==> config.mk <==
export PLATFORM = sky130hd
export DESIGN_NAME = svu_ctrl
export DESIGN_NICKNAME = d
export VERILOG_FILES = /design/src/rtl/core/svu_pkg.sv /design/src/rtl/core/svu_ctrl.sv
export SDC_FILE = /design/constraint.sdc
export NUM_CORES = 1
export LEC_CHECK = 0
export BUFFER_PORTS_ARGS = -buffer_cell sky130_fd_sc_hd__buf_2
export CORE_MARGIN = 2
export CORE_UTILIZATION = 50
export CTS_CLUSTER_SIZE = 10
export DETAILED_ROUTE_END_ITERATION = 6
export GPL_TIMING_DRIVEN = 0
export PLACE_DENSITY = 0.79
export SYNTH_ARGS = -nofsm -noshare
export SYNTH_HDL_FRONTEND = slang
export SYNTH_SLANG_ARGS = --single-unit
export TNS_END_PERCENT = 100
==> constraint.sdc <==
create_clock -name clk -period 4.18 [get_ports clk]
set_clock_uncertainty 0.15 [all_clocks]
set_input_delay 0.418 -clock clk [delete_from_list [all_inputs] [get_ports clk]]
set_output_delay 0.418 -clock clk [all_outputs]
set_load 0.1 [all_outputs]
==> src/rtl/core/svu_pkg.sv <==
// svu_pkg: types, constants and fixed-point helpers for the stereo vu level meter
// no dependencies; used by every module of the block
`timescale 1ns / 1ps
`default_nettype none
package svu_pkg;

  localparam int SAMPLE_BITS_DEF    = 16;
  localparam int MAX_FRAME_LOG2_DEF = 16;

  localparam int SUM_W   = 64;
  localparam int LOG_W   = 24;
  localparam int DB_W    = 16;

  localparam logic signed [DB_W-1:0] DB_FLOOR = -16'sd15360;
  localparam logic signed [DB_W-1:0] DB_MIN   = -16'sd32768;
  localparam logic [17:0] K_DB10 = 18'd197283;

  localparam logic [15:0] GAIN_RST  = 16'd3542;
  localparam logic [11:0] DECAY_RST = 12'd77;

  localparam logic [1:0] REG_GAIN  = 2'd0;
  localparam logic [1:0] REG_DECAY = 2'd1;
  localparam logic [1:0] REG_MONO  = 2'd2;

  typedef struct packed {
    logic signed [15:0] sample_left;
    logic signed [15:0] sample_right;
    logic               last_in_frame;
  } in_item_t;

  typedef struct packed {
    logic signed [15:0] level_left;
    logic signed [15:0] level_right;
    logic signed [15:0] peak_left;
    logic signed [15:0] peak_right;
  } out_item_t;

  typedef enum logic [3:0] {
    ST_ACCUM,
    ST_NORM,
    ST_LOG,
    ST_DB_MUL,
    ST_DB_RND,
    ST_VU_MUL,
    ST_VU_RND,
    ST_NEXT,
    ST_HOLD,
    ST_OUT
  } state_t;

  // operand select for the shared end-of-frame unit
  typedef enum logic [2:0] {
    OP_SUM_L,
    OP_SUM_R,
    OP_COUNT,
    OP_MAX_L,
    OP_MAX_R
  } op_sel_t;

  typedef struct packed {
    logic    accum;
    logic    load_norm;
    op_sel_t op;
    logic    log_step;
    logic    db_mul;
    logic    db_round;
    logic    vu_mul;
    logic    vu_round;
    logic    hold_upd;
    logic    clear;
    logic    out_load;
  } cmd_t;

  typedef struct packed {
    logic log_done;
    logic frame_end;
  } status_t;

  function automatic logic signed [DB_W-1:0] clamp_db(input logic signed [47:0] v);
    if (v > 48'sd0) begin
      return '0;
    end
    if (v < -48'sd32768) begin
      return DB_MIN;
    end
    return v[DB_W-1:0];
  endfunction

endpackage
`default_nettype wire

==> src/rtl/core/svu_ctrl.sv <==
// svu_ctrl: sequencer for accumulate and the end-of-frame log, dB and vu steps
// depends on svu_pkg
`timescale 1ns / 1ps
`default_nettype none
module svu_ctrl (
  input  wire logic             clk,
  input  wire logic             rst_n,
  input  wire logic             in_valid,
  output logic                  in_stall,
  output logic                  out_valid,
  input  wire logic             out_stall,
  input  wire svu_pkg::status_t sts,
  output svu_pkg::cmd_t         cmd
);
  import svu_pkg::*;

  state_t state_r, state_nxt;
  // which log operand: 0 sum, 1 count, 2 max ; ch 0 left 1 right
  logic [1:0] kind_r, kind_nxt;
  logic       ch_r, ch_nxt;
  logic       out_valid_r, out_valid_nxt;

  always_ff @(posedge clk) begin
    if (!rst_n) begin
      state_r     <= ST_ACCUM;
      kind_r      <= '0;
      ch_r        <= 1'b0;
      out_valid_r <= 1'b0;
    end else begin
      state_r     <= state_nxt;
      kind_r      <= kind_nxt;
      ch_r        <= ch_nxt;
      out_valid_r <= out_valid_nxt;
    end
  end

  assign out_valid = out_valid_r;

  always_comb begin
    state_nxt = state_r;
    kind_nxt  = kind_r;
    ch_nxt    = ch_r;
    unique case (state_r)
      ST_ACCUM: begin
        if (in_valid && sts.frame_end) begin
          state_nxt = ST_NORM;
          kind_nxt  = 2'd0;
          ch_nxt    = 1'b0;
        end
      end
      ST_NORM:  state_nxt = ST_LOG;
      ST_LOG: begin
        if (sts.log_done) begin
          if (kind_r == 2'd0) begin
            kind_nxt  = 2'd1;
            state_nxt = ST_NORM;
          end else begin
            state_nxt = ST_DB_MUL;
          end
        end
      end
      ST_DB_MUL: state_nxt = ST_DB_RND;
      ST_DB_RND: state_nxt = (kind_r == 2'd2) ? ST_HOLD : ST_VU_MUL;
      ST_VU_MUL: state_nxt = ST_VU_RND;
      ST_VU_RND: state_nxt = ST_NEXT;
      ST_HOLD:   state_nxt = ST_NEXT;
      ST_NEXT: begin
        if (!ch_r) begin
          ch_nxt    = 1'b1;
          kind_nxt  = (kind_r == 2'd2) ? 2'd2 : 2'd0;
          state_nxt = ST_NORM;
        end else if (kind_r != 2'd2) begin
          ch_nxt    = 1'b0;
          kind_nxt  = 2'd2;
          state_nxt = ST_NORM;
        end else begin
          state_nxt = ST_OUT;
        end
      end
      ST_OUT: begin
        if (!out_valid_r || !out_stall) begin
          state_nxt = ST_ACCUM;
        end
      end
      default: state_nxt = ST_ACCUM;
    endcase
  end

  always_comb begin
    cmd           = '0;
    in_stall      = 1'b1;
    out_valid_nxt = out_valid_r && out_stall;
    // the count log is selected only while it runs; scaling and vu steps
    // after it act on the channel's sum
    unique case (kind_r)
      2'd0:    cmd.op = ch_r ? OP_SUM_R : OP_SUM_L;
      2'd1:    cmd.op = (state_r == ST_NORM || state_r == ST_LOG) ? OP_COUNT
                        : (ch_r ? OP_SUM_R : OP_SUM_L);
      default: cmd.op = ch_r ? OP_MAX_R : OP_MAX_L;
    endcase
    unique case (state_r)
      ST_ACCUM: begin
        in_stall  = 1'b0;
        cmd.accum = in_valid;
      end
      ST_NORM:   cmd.load_norm = 1'b1;
      ST_LOG:    cmd.log_step  = 1'b1;
      ST_DB_MUL: cmd.db_mul    = 1'b1;
      ST_DB_RND: cmd.db_round  = 1'b1;
      ST_VU_MUL: cmd.vu_mul    = 1'b1;
      ST_VU_RND: cmd.vu_round  = 1'b1;
      ST_HOLD:   cmd.hold_upd  = 1'b1;
      ST_NEXT:   ;
      ST_OUT: begin
        if (!out_valid_r || !out_stall) begin
          cmd.out_load  = 1'b1;
          cmd.clear     = 1'b1;
          out_valid_nxt = 1'b1;
        end
      end
      default: ;
    endcase
  end

endmodule
`default_nettype wire

; ---- After elaboration in Yosys (flattened, before gate mapping)
; Cells that the tools add are included.
[totals]
reg_bits = 8
in_bits = 6
wordCells = 71
[classes]
n_eq_ne = 17
n_mux = 36
reduce_logical = 14
[ops]
columns = cell, n
row1 = case mux 4 bit (9 select lines), 1
row2 = 2-to-1 mux 4 bit, 6
row3 = 2-to-1 mux 2 bit, 10
row4 = "equality test 4 x 3 -> 1 bit, second input constant", 4
row5 = 2-to-1 mux 1 bit, 15
row6 = "!= test 2 bit, second input constant", 5
row7 = "equality test 4 x 2 -> 1 bit, second input constant", 2
row8 = "equality test 4 bit, second input constant", 2
row9 = case mux 2 bit (3 select lines), 1
row10 = case mux 3 bit (2 select lines), 1
row11 = AND reduction 5 bit, 1
row12 = "equality test 4 x 1 -> 1 bit, second input constant", 1
row13 = zero test 4 bit, 1
row14 = 2-to-1 mux 3 bit, 1
row15 = "!= test 3 bit, second input constant", 1
row16 = AND reduction 3 bit, 1
row17 = nonzero test 3 bit, 1
row18 = "equality test 2 x 1 -> 1 bit, second input constant", 1
row19 = "equality test 2 bit, second input constant", 1
row20 = logical AND 1 bit, 2
row21 = zero test 1 bit, 2
row22 = zero test 2 bit, 1
row23 = logical OR 1 bit, 2
row24 = case mux 1 bit (2 select lines), 1
row25 = other kinds (3), 3

; ---- Logic depth before layout (Yosys ltp)
[logic_depth]
ltp_word = 4
mapped_depth = 6
ltp_nobuf = 4

; ---- Worst setup path before layout
; No wires, ideal clock.
[synth_timing]
path_kind = reg2out
startpoint = reg state_r[3]
endpoint = out cmd[9] (netlist name)
arrival_ns = 2.855
required_ns = 3.612
setup_slack_ns = 0.757
stages_incl_launch_ff = 5
n_path_buf = 1
cell_sequence = dfxtp_1 buf_6 nor2_1 nand3_1 o21ai_0
[synth_rtl]
columns = element, line_no
row1 = from (decl), svu_ctrl.sv:17  ; state_t state_r, state_nxt;
row2 = from (signal assigned), svu_ctrl.sv:30  ; state_r <= state_nxt;
row3 = to (decl), svu_ctrl.sv:13  ; output svu_pkg::cmd_t cmd

==> metrics.md <==
| Metric | Value |
|---|---|
| Yosys top cell area share | `~25%` |
| Design area | `783 um2` |
| GRT Util Overall | `between 20% and 30%` |
| P_leak | `between 0.3 and 0.4 nW` |
| Post-synthesis sequential area ratio | `24.7%` |
| Avg Inst Size Synth | `roughly 7.6 um2` |
| Unrepaired setup endpoints after global routing | `false` |
| Yosys cell types | `35` |
| Status | `completed` |
| HP Start | `out_stall` |
| Final hold vios | `0` |
| GPL Wtd Cong | `0.748` |
| Top routing layer used | `met4` |
| Post-DP HPWL | `approximately 1.1 mm` |
| # diodes | `0` |
| FILL cells | `93` |
| H-tree lvl count | `1` |
| Via count | `666` |
| Initial antenna violation count | `0` |
| Final nets | `115` |
| Net count after synthesis | `91` |
| Final setup fails | `0` |
| Max-slew headroom | `67.3%` |
| Top-count cell post-synth | `nand2_1` |
| PwrDens | `372 nW/um2` |
| Peak VDD IR | `209 uV` |
| Chip width | `roughly 40 um` |
| FF+latch count, synth | `8` |
| Crit-path cells | `nand2b_1, nand2_1, a311o_1, nand2_1, buf_2` |
| Top_reg_cell synth | `dfxtp_1` |
| Req. time, crit path | `between 3 and 4 ns` |
| Die height | `40.0 um` |
| WP data arrival | `1.84 ns` |
| Post-CTS setup buffers | `0` |
| FF/Latch Area | `roughly 160 um2` |
| Final Cycle Share | `57.6%` |
| Clock sinks | `8` |
| Area occupied by multi-input gates | `417 um2` |
| Synth top area cells | `dfxtp_1, nand2_1, a21oi_1, buf_6, nor3_1` |
| Slew @ Worst Pin | `0.493 ns` |
| DRC viols | `0` |
| Starting Density | `56.1%` |
| Crit Path Category | `flip-flop to primary output` |
| Hold_buf cts | `0` |
| Die footprint | `1600 um2` |
| Rows | `12` |
| Dpl cell area | `761 um2` |
| # IOs | `21` |
| R2R depth | `5` |
| DR WL met2 | `648 um` |
| Slew Limit Fails | `0` |
| Synth Warn # | `0` |
| CP peak stage delay | `roughly 0.45 ns` |
| Grt total ovfl | `0` |
| Mapped Area | `648 um2` |
| Crit. Startpoint | `state_r[0]$_SDFFE_PN0P_` |
| Max Cap Viol | `0` |
| Critical Path Slowest Stage Cell | `dfxtp_1` |
| Highest Clock Rate | `415 MHz` |
| Clock Latency Late Sink | `0.25 ns` |
| DRT iter0 DRCs | `13` |
| Cell taking the most area after synthesis | `dfxtp_1` |
| Total chip power | `0.000291 W` |
| Vias in the first global route | `500` |
| M1 WL | `707 um` |
| Crit. path cell count | `5` |
| Worst Setup End Kind | `primary output` |
| Core Area | `1160 um2` |
| First-pass GRT wire length | `2.17 mm` |
| Final ANT Viol Nets | `0` |
| Minimum clock period | `2.41 ns` |
| Crit path top cell by count | `nand2_1` |
| Crit-path leading delay family | `flip-flops` |
| Final wirelength | `1.47 mm` |
| DR pass1 iterations | `4` |
| Vias per cell | `5.50` |
| Top post-synthesis cells by count | `nand2_1, dfxtp_1, a21oi_1` |
| CTS tree | `done` |
| Clock buffer depth | `2` |
| Hold path depth | `3` |
| # resized after CTS | `0` |
| Reg-to-Reg Start | `state_r[3]$_SDFFE_PN0P_` |
| Hold Crit Class | `primary input to flip-flop` |
| Share of cells above drive strength 1 | `32.7%` |
| Routed len/inst | `12.2 um` |
| Met3 routed WL | `89 um` |
| CP startpoint kind | `flip-flop` |
| FFs w/ async S/R, synth | `0%` |
| Max FO, Critical Path | `6` |
| Mapped Cells | `85` |
| CTS clock-pin slew for the worst setup and hold paths | `0.05 ns` |
| Setup_tns | `0 ns` |
| Buffers on Ports | `19` |
| Largest net degree at the start of global routing | `11` |
| Post-synth EDFFs | `0` |
| Root buf cell | `clkbuf_4` |
| Total CTS buffers | `3` |
| Area Growth Syn to Fin | `20.8%` |
| CP bufs+invs | `1` |
[cells in the final DEF (no fill, tap or decap), types with 2 or more instances in the layout]
| master | synthesis | layout |
|---|---|---|
| nand4_1 | 2 | 2 |
| nand3_1 | 2 | 2 |
| buf_4 | 3 | 3 |
| buf_6 | 3 | 3 |
| a21oi_1 | 7 | 7 |
| a21boi_0 | 2 | 2 |
| inv_1 | 3 | 3 |
| clkbuf_4 | 0 | 3 |
| dfxtp_1 | 8 | 8 |
| nor2_1 | 6 | 6 |
| o21ai_0 | 3 | 3 |
| nand2b_1 | 3 | 3 |
| o21a_1 | 4 | 4 |
| buf_2 | 0 | 19 |
| nor3_1 | 6 | 6 |
| nand2_1 | 10 | 10 |
| and3_2 | 2 | 2 |
| nor3b_1 | 2 | 2 |
[where the power goes]
| part | leakage (nW) | switching (W) | internal, W | total (W) |
|---|---|---|---|---|
| Sequential | 0.0649 | 0.00000532 | 0.0000805 | 0.0000858 |
| Clock | 0.0138 | 0.0000259 | 0.0000328 | 0.0000588 |
| Combinational | 0.300 | 0.000107 | 0.0000393 | 0.000147 |
| Total | 0.379 | 0.000139 | 0.000153 | 0.000291 |
[cells by family after synthesis]
| kind of cell | after synthesis | share of synthesized area [%] |
|---|---|---|
| and+or+nand+nor | 42 | 36.3 |
| AOI/OAI and AO/OA | 23 | 25.1 |
| buffers and inverters | 10 | 11.0 |
| muxes | 1 | 1.54 |
| DFF | 8 | 24.7 |
| xor gates and xnor gates | 1 | 1.35 |
[path summary, 6_finish.rpt]
path | end | slack, ns
worst max-delay path | cmd[8] | 1.77
worst min-delay path | out_valid$_SDFF_PN0_ | 0.31
worst max register to register | ch_r$_SDFFE_PN0P_ | 2.64
worst min register to register | out_valid$_SDFF_PN0_ | 0.37
[area by class of cell]
class	count	area share, %
Buffer	7	7.67
Clock buffer	3	2.88
Inverter	3	1.44
Multi-Input combinational cell	67	53.2
Sequential cell	8	20.4
Tap cell	14	2.24
Timing Repair Buffer	19	12.1
[metal layers]
layer,vias to the layer above,global-route usage (%)
li1,349,-
met1,281,27.2
met2,31,31.9
met3,5,3.33
met4,0,10.3
met5,-,0
[stage by stage]
stage               worst slack [ns]  hold slack [ns]  utilization [%]  std cells
CTS                             1.78            0.305             67.7        121
detailed placement              2.06            0.360             65.8        118
finish                          1.77            0.308             67.7        121
global placement                2.10            0.351             65.8        118
floorplan                      0.757            0.339                -         85
global route                    1.73            0.339             67.7        121
[sequential cells by signal, indices dropped and copies added, names as in the netlist]
| name | flops |
|---|---|
| kind_r | 2 |
| state_r | 4 |
| ch_r | 1 |
| out_valid | 1 |
[worst register-to-register path, cell delays in order (launching register included)]
cell and delay (ns):
dfxtp_1 0.32, buf_6 0.14, nor2_1 0.29, nand4_1 0.16, and3_1 0.21, o21a_1 0.16
(Power assumes the default switching activity.)
